==> config.mk <==
export PLATFORM = sky130hd
export DESIGN_NAME = impq_ctrl
export DESIGN_NICKNAME = d
export VERILOG_FILES = /design/src/rtl/impq_pkg.sv /design/src/rtl/impq_ctrl.sv
export SDC_FILE = /design/constraint.sdc
export NUM_CORES = 1
export LEC_CHECK = 0
export BUFFER_PORTS_ARGS = -buffer_cell sky130_fd_sc_hd__buf_2
export CORE_UTILIZATION = 30
export CTS_BUF_LIST = sky130_fd_sc_hd__clkbuf_4 sky130_fd_sc_hd__clkbuf_8 sky130_fd_sc_hd__clkbuf_16
export DETAILED_ROUTE_END_ITERATION = 10
export PLACE_DENSITY = 0.63
export SETUP_SLACK_MARGIN = 0.2
export SLEW_MARGIN = 20
export SYNTH_ARGS = -nofsm -noshare
export SYNTH_HDL_FRONTEND = slang
export SYNTH_SLANG_ARGS = --single-unit
==> constraint.sdc <==
create_clock -name clk_i -period 4.15 [get_ports clk_i]
set_clock_uncertainty 0.05 [all_clocks]
set_input_delay 1.245 -clock clk_i [delete_from_list [all_inputs] [get_ports clk_i]]
set_output_delay 1.245 -clock clk_i [all_outputs]
set_load 0.01 [all_outputs]
==> src/rtl/impq_pkg.sv <==
// ----------------------------------------------------------------------------
// impq_pkg
// Shared types and constants of the indexed max priority queue: command and
// status codes, transaction structs and the controller/datapath interface.
// ----------------------------------------------------------------------------
package impq_pkg;

  localparam int unsigned CAPACITY = 256;
  localparam int unsigned SLOT_W   = 8;
  localparam int unsigned ID_W     = 8;
  localparam int unsigned VAL_W    = 32;
  localparam int unsigned CNT_W    = 9;

  typedef enum logic [1:0] {
    CMD_INSERT = 2'd0,
    CMD_DELETE = 2'd1,
    CMD_POP    = 2'd2,
    CMD_QUERY  = 2'd3
  } cmd_e;

  typedef enum logic [2:0] {
    ST_OK        = 3'd0,
    ST_DUP       = 3'd1,
    ST_NOT_FOUND = 3'd2,
    ST_EMPTY     = 3'd3,
    ST_FULL      = 3'd4
  } status_e;

  typedef struct packed {
    logic [1:0]              command;
    logic [ID_W-1:0]         element_id;
    logic signed [VAL_W-1:0] element_value;
  } impq_in_t;

  typedef struct packed {
    logic [2:0]              status;
    logic signed [VAL_W-1:0] queried_value;
    logic                    top_valid;
    logic [ID_W-1:0]         top_id;
    logic signed [VAL_W-1:0] top_value;
    logic [CNT_W-1:0]        element_count;
  } impq_out_t;

  typedef struct packed {
    logic [ID_W-1:0]         id;
    logic signed [VAL_W-1:0] val;
  } entry_t;

  // heap read address selection
  typedef enum logic [2:0] {
    RA_ROOT   = 3'd0,
    RA_LAST   = 3'd1,
    RA_PARENT = 3'd2,
    RA_LEFT   = 3'd3,
    RA_RIGHT  = 3'd4,
    RA_POS    = 3'd5
  } ra_sel_e;

  // commands from the controller
  typedef struct packed {
    logic    load_item;
    logic    set_status;
    status_e status;
    logic    ins_init;
    logic    heap_re;
    ra_sel_e ra_sel;
    logic    pos_re;
    logic    k_clear;
    logic    k_from_pos;
    logic    clr_item;
    logic    clr_root;
    logic    dec_count;
    logic    load_cur;
    logic    load_left;
    logic    move_up;
    logic    move_down;
    logic    fin_write;
    logic    q_load;
    logic    out_fire;
  } impq_ctl_t;

  // status back to the controller
  typedef struct packed {
    cmd_e command;
    logic present;
    logic full;
    logic empty;
    logic k_zero;
    logic k_last;
    logic parent_less;
    logic l_in;
    logic down_move;
  } impq_sts_t;

endpackage

==> src/rtl/impq_ctrl.sv <==
// ----------------------------------------------------------------------------
// impq_ctrl
// Sequencer of the indexed max priority queue: dispatches a command and walks
// the sift loops one heap level at a time.
// ----------------------------------------------------------------------------
module impq_ctrl (
  input  logic                clk_i,
  input  logic                rst_ni,
  input  logic                start,
  output logic                busy,
  input  impq_pkg::impq_sts_t sts_i,
  output impq_pkg::impq_ctl_t ctl_o
);

  localparam logic [4:0] S_IDLE     = 5'd0;
  localparam logic [4:0] S_DISP     = 5'd1;
  localparam logic [4:0] S_Q_POS    = 5'd2;
  localparam logic [4:0] S_Q_VAL    = 5'd3;
  localparam logic [4:0] S_DEL_POS  = 5'd4;
  localparam logic [4:0] S_POP_ROOT = 5'd5;
  localparam logic [4:0] S_REM      = 5'd6;
  localparam logic [4:0] S_REM_LAST = 5'd7;
  localparam logic [4:0] S_REM_PAR  = 5'd8;
  localparam logic [4:0] S_UP_ISSUE = 5'd9;
  localparam logic [4:0] S_UP_CHECK = 5'd10;
  localparam logic [4:0] S_FIN      = 5'd11;
  localparam logic [4:0] S_DN_ISSUE = 5'd12;
  localparam logic [4:0] S_DN_LEFT  = 5'd13;
  localparam logic [4:0] S_DN_RIGHT = 5'd14;
  localparam logic [4:0] S_TOP      = 5'd15;
  localparam logic [4:0] S_OUT      = 5'd16;

  logic [4:0] state_q;
  logic [4:0] state_d;

  always_ff @(posedge clk_i or negedge rst_ni) begin
    if (!rst_ni) begin
      state_q <= S_IDLE;
    end else begin
      state_q <= state_d;
    end
  end

  always_comb begin
    state_d = state_q;
    ctl_o   = '0;
    case (state_q)
      S_IDLE: begin
        if (start) begin
          ctl_o.load_item = 1'b1;
          state_d = S_DISP;
        end
      end
      S_DISP: begin
        case (sts_i.command)
          impq_pkg::CMD_INSERT: begin
            if (sts_i.present) begin
              ctl_o.set_status = 1'b1;
              ctl_o.status     = impq_pkg::ST_DUP;
              state_d = S_TOP;
            end else if (sts_i.full) begin
              ctl_o.set_status = 1'b1;
              ctl_o.status     = impq_pkg::ST_FULL;
              state_d = S_TOP;
            end else begin
              ctl_o.ins_init = 1'b1;
              state_d = S_UP_ISSUE;
            end
          end
          impq_pkg::CMD_POP: begin
            if (sts_i.empty) begin
              ctl_o.set_status = 1'b1;
              ctl_o.status     = impq_pkg::ST_EMPTY;
              state_d = S_TOP;
            end else begin
              ctl_o.heap_re = 1'b1;
              ctl_o.ra_sel  = impq_pkg::RA_ROOT;
              ctl_o.k_clear = 1'b1;
              state_d = S_POP_ROOT;
            end
          end
          default: begin
            if (!sts_i.present) begin
              ctl_o.set_status = 1'b1;
              ctl_o.status     = impq_pkg::ST_NOT_FOUND;
              state_d = S_TOP;
            end else begin
              ctl_o.pos_re = 1'b1;
              state_d = (sts_i.command == impq_pkg::CMD_QUERY) ? S_Q_POS : S_DEL_POS;
            end
          end
        endcase
      end
      S_Q_POS: begin
        ctl_o.heap_re = 1'b1;
        ctl_o.ra_sel  = impq_pkg::RA_POS;
        state_d = S_Q_VAL;
      end
      S_Q_VAL: begin
        ctl_o.q_load = 1'b1;
        state_d = S_TOP;
      end
      S_DEL_POS: begin
        ctl_o.k_from_pos = 1'b1;
        ctl_o.clr_item   = 1'b1;
        state_d = S_REM;
      end
      S_POP_ROOT: begin
        ctl_o.clr_root = 1'b1;
        state_d = S_REM;
      end
      S_REM: begin
        ctl_o.dec_count = 1'b1;
        if (sts_i.k_last) begin
          state_d = S_TOP;
        end else begin
          ctl_o.heap_re = 1'b1;
          ctl_o.ra_sel  = impq_pkg::RA_LAST;
          state_d = S_REM_LAST;
        end
      end
      S_REM_LAST: begin
        ctl_o.load_cur = 1'b1;
        if (sts_i.k_zero) begin
          state_d = S_DN_ISSUE;
        end else begin
          ctl_o.heap_re = 1'b1;
          ctl_o.ra_sel  = impq_pkg::RA_PARENT;
          state_d = S_REM_PAR;
        end
      end
      S_REM_PAR: begin
        if (sts_i.parent_less) begin
          ctl_o.move_up = 1'b1;
          state_d = S_UP_ISSUE;
        end else begin
          state_d = S_DN_ISSUE;
        end
      end
      S_UP_ISSUE: begin
        if (sts_i.k_zero) begin
          state_d = S_FIN;
        end else begin
          ctl_o.heap_re = 1'b1;
          ctl_o.ra_sel  = impq_pkg::RA_PARENT;
          state_d = S_UP_CHECK;
        end
      end
      S_UP_CHECK: begin
        if (sts_i.parent_less) begin
          ctl_o.move_up = 1'b1;
          state_d = S_UP_ISSUE;
        end else begin
          state_d = S_FIN;
        end
      end
      S_FIN: begin
        ctl_o.fin_write = 1'b1;
        state_d = S_TOP;
      end
      S_DN_ISSUE: begin
        if (sts_i.l_in) begin
          ctl_o.heap_re = 1'b1;
          ctl_o.ra_sel  = impq_pkg::RA_LEFT;
          state_d = S_DN_LEFT;
        end else begin
          state_d = S_FIN;
        end
      end
      S_DN_LEFT: begin
        ctl_o.load_left = 1'b1;
        ctl_o.heap_re   = 1'b1;
        ctl_o.ra_sel    = impq_pkg::RA_RIGHT;
        state_d = S_DN_RIGHT;
      end
      S_DN_RIGHT: begin
        if (sts_i.down_move) begin
          ctl_o.move_down = 1'b1;
          state_d = S_DN_ISSUE;
        end else begin
          state_d = S_FIN;
        end
      end
      S_TOP: begin
        ctl_o.heap_re = 1'b1;
        ctl_o.ra_sel  = impq_pkg::RA_ROOT;
        state_d = S_OUT;
      end
      S_OUT: begin
        ctl_o.out_fire = 1'b1;
        state_d = S_IDLE;
      end
      default: begin
        state_d = S_IDLE;
      end
    endcase
  end

  assign busy = state_q != S_IDLE;

endmodule

---- Word-level counts from Yosys, hierarchy flattened ----
Cells that the tools add are included.
storage, ports and cells
  register bits ........................... 5
  input bits .............................. 13
  output and inout port bits .............. 24
  word-level logic and storage cells ...... 77
operators by class
  equality and inequality tests ........... 19
  muxes and demuxes ....................... 49
  reductions and logical operators ........ 8
operators with widths
  operator                                             count
  one-hot mux 5 bit (14 select lines)                  1
  2-to-1 mux 4 bit                                     12
  equality test 5 x 4 -> 1 bit, second input constant  8
  one-hot mux 4 bit (7 select lines)                   1
  2-to-1 mux 1 bit                                     21
  equality test 5 x 3 -> 1 bit, second input constant  4
  2-to-1 mux 3 bit                                     6
  2-to-1 mux 5 bit                                     3
  equality test 5 x 2 -> 1 bit, second input constant  2
  one-hot mux 5 bit (2 select lines)                   1
  OR reduction 2 bit                                   5
  one-hot mux 4 bit (2 select lines)                   1
  2-to-1 mux 2 bit                                     3
  equality test 5 x 1 -> 1 bit, second input constant  1
  equality test 5 bit, second input constant           1
  zero test 5 bit                                      1
  nonzero test 5 bit                                   1
  equality test 2 bit, second input constant           2
  zero test 2 bit                                      1
  != test 2 bit, second input constant                 1

---- Logic depth before layout (Yosys ltp) ----
  depth after elaboration ................. 5
  gate-level depth with buffers ........... 6
  gate-level depth less buffers ........... 4

---- Least setup slack after synthesis ----
No wires, ideal clock.
  path type ............................... input to output
  start point ............................. input sts_i[3] (netlist name)
  end point ............................... output ctl_o[16] (netlist name)
  arrival time ............................ 2.156 ns
  setup slack ............................. 0.699 ns
  cell stages on the path ................. 3
  buffers on the path ..................... 0
  path through ............................ and2_1 o41ai_1 a311o_1
RTL lines
  what         RTL line         source
  from (decl)  impq_ctrl.sv:11  input impq_pkg::impq_sts_t sts_i,
  to (decl)    impq_ctrl.sv:12  output impq_pkg::impq_ctl_t ctl_o

==> results by group <==
Outcome
  • Status: completed

Placement
  • DP Area: 890 um^2
  • Count of port buffers added during placement: 36
  • Gpl congestion: 0.864
  • Post-DP HPWL: 1610 um

Timing
  • F_max: 283 MHz
  • Hold slack: 0.743 ns
  • Slew Limit Fails: 0
  • Final hold viol count: 0
  • Crit path time final: 3.53 ns
  • Setup TNS: 0 ns
  • Setup violators final: 0
  • Tightest Pin Transition: 0.498 ns
  • Relative slew slack: 0.668
  • Final period util: 0.852
  • RSZ-0062 raised after global routing: false

Yosys
  • Top FF cell, synth: dfrtp_1
  • Top-count cell post-synth: nor2_1
  • Mapped Cells: 106
  • Sequential-to-total area share from yosys stat: 0.172
  • Synthesized Nets: 119
  • Yosys reg bits: 5
  • Count of cell types in the netlist: 38
  • Area share of the largest cell type after synthesis: 0.172
  • Yosys top cell by area: dfrtp_1
  • EDFF count, synth: 0
  • Synthesized area per cell: 6.87 um^2
  • Synth async-reset ratio: 1.00
  • Post-Syn Area: 728 um^2
  • Synth area leaders: dfrtp_1, nor2_1, o21ai_0, nand2b_1, nand2_1
  • Yosys Warn Count: 0
  • Most instantiated cells after synthesis: nor2_1, o21ai_0, nand2_1

Worst setup path
  • Critical Path AT: 2.24 ns
  • Critical Path End Type: primary output
  • Worst EP required: 2.85 ns
  • Worst path cell trace: buf_2 > or3_4 > nor4b_4 > buf_2
  • Top cell by count, worst path: buf_2
  • WS Path Type: in2out
  • Slowest stage delay, CP: 0.44 ns
  • Critical-path top delay cell: or3_4
  • Max FO, Critical Path: 7
  • Crit start category: input port

Drt
  • DRC: 0
  • DR WL/cell: 12.6 um
  • Drt initial violations: 29
  • WL final: 2070 um
  • Vias/cell: 5.43
  • Total number of vias: 891
  • Post-DRT Antenna Nets: 0
  • Detailed Routing Iterations Pass 1: 4

Power
  • Power density over the cells: 647 nW/um^2
  • VDD IR-drop max: 0.363 mV
  • Leak: 0.427 nW

CTS
  • Max clock buf depth: 2
  • CTS tree: yes
  • Root Buffer: clkbuf_4
  • Setup Fix Bufs, Post-CTS: 0
  • CTS resizes: 0
  • Clk sinks: 5
  • Clock latency at the later pin of the worst-skew pair: 0.25 ns
  • H-tree Lvls: 1
  • Cts hold-fix bufs: 0
  • CTS clk-pin slew, worst paths: 0.05 ns
  • CTS Buf Count: 3

Floorplan
  • Initial Utilization: 0.323
  • Die area: 2630 um^2
  • Row count: 17
  • Core Region: 2250 um^2
  • Die height: 51.3 um
  • DIE WIDTH: 51.3 um
  • Number of placed I/O pins: 37

Layout
  • Max reg flops: 5
  • Fin nets: 150
  • Top Registers: state_q x5
  • Area growth syn-to-layout: 25.9%
  • Layout cells sized above 1: 0.331
  • Fillers: 246
  • Largest reg by FF count: state_q
  • Diode count: 0
  • Fin area: 917 um^2

GRT
  • Initial antenna violation count: 0
  • Total global-route track usage: 0.166
  • First-pass GRT wire length: 3350 um
  • Pin count of the biggest net entering global routing: 19
  • Vias in the first global route: 737
  • Grt ovf: 0

Worst hold path
  • Hold/Removal Path Class: reg2reg

Flow run
  • Max-cap violations: 0
-- metal layers --
layer | share of wire | wire (um) | global-route usage | up-vias
met5 | 0 | 0 | 0 | -
met4 | 0.0019 | 4 | 0.0631 | 0
met3 | 0.066 | 136 | 0.0298 | 2
met2 | 0.50 | 1030 | 0.263 | 42
met1 | 0.43 | 894 | 0.221 | 399
li1 | - | - | - | 448
-- where the power goes --
part	internal [W]	leakage, nW	switching, W	total [W]
combinational	0.000167	0.349	0.000200	0.000367
sequential	0.0000722	0.0598	0.0000962	0.000168
clock	0.0000350	0.0177	0.0000224	0.0000574
-- cell families after synthesis --
family / synth area share
XOR/XNOR: 0.0120
AND/OR/NAND/NOR: 0.447
multiplexers: 0.0275
flip-flops: 0.172
AO/OA/AOI/OAI: 0.247
buffers and inverters: 0.0945
-- per-stage QoR --
stage	std cells	setup WS, ns	utilization	power (W)
final	164	0.616	0.407	0.000593
after global routing	164	0.567	0.407	0.000655
after CTS	164	0.613	0.407	0.000596
after detailed placement	160	0.614	0.395	0.000533
after global placement	160	0.643	0.395	0.000537
after floorplan	106	0.699	-	0.000450
-- cells in the final DEF, fill, tap and decap left out, drive strengths merged, types with 2 or more instances in the layout --
cell type / instances
o211ai: 2
o31ai: 3
a21oi: 5
inv: 4
mux2i: 2
nor2: 18
buf: 36
nand4: 2
nor2b: 3
nand2: 7
nand2b: 5
o41ai: 2
dfrtp: 5
clkbuf: 3
nand3: 4
o21ai: 9
nor4b: 3
a31oi: 2
nor3: 5
or3: 3
-- cell type report --
type                    instances  area, um^2  share of cell area
clock buffers                   3        22.5              0.0246
well taps                      28        35.0              0.0382
repair buffers                 36         180               0.196
flip-flops and latches          5         125               0.136
multi-input cells              87         534               0.583
inverters                       4        15.0              0.0164
clock inverters                 1        5.00             0.00546
-- final timing paths --
path	cells past startpoint	start	end	slack, ns
min	2	state_q[3]	state_q[4]	0.74
max in group asynchronous	1	rst_ni	state_q[2]	3.16
max	4	sts_i[8]	ctl_o[20]	0.62
min in group asynchronous	1	rst_ni	state_q[4]	0.75
min reg2reg	2	state_q[3]	state_q[4]	0.74
max reg2reg	3	state_q[3]	state_q[0]	2.48
-- worst max-delay path, delay by kind of cell --
family,cells,cell delay (ns)
and+or+nand+nor,2,0.70
buffers and inverters,2,0.29
Power figures use the tool's default switching activity.
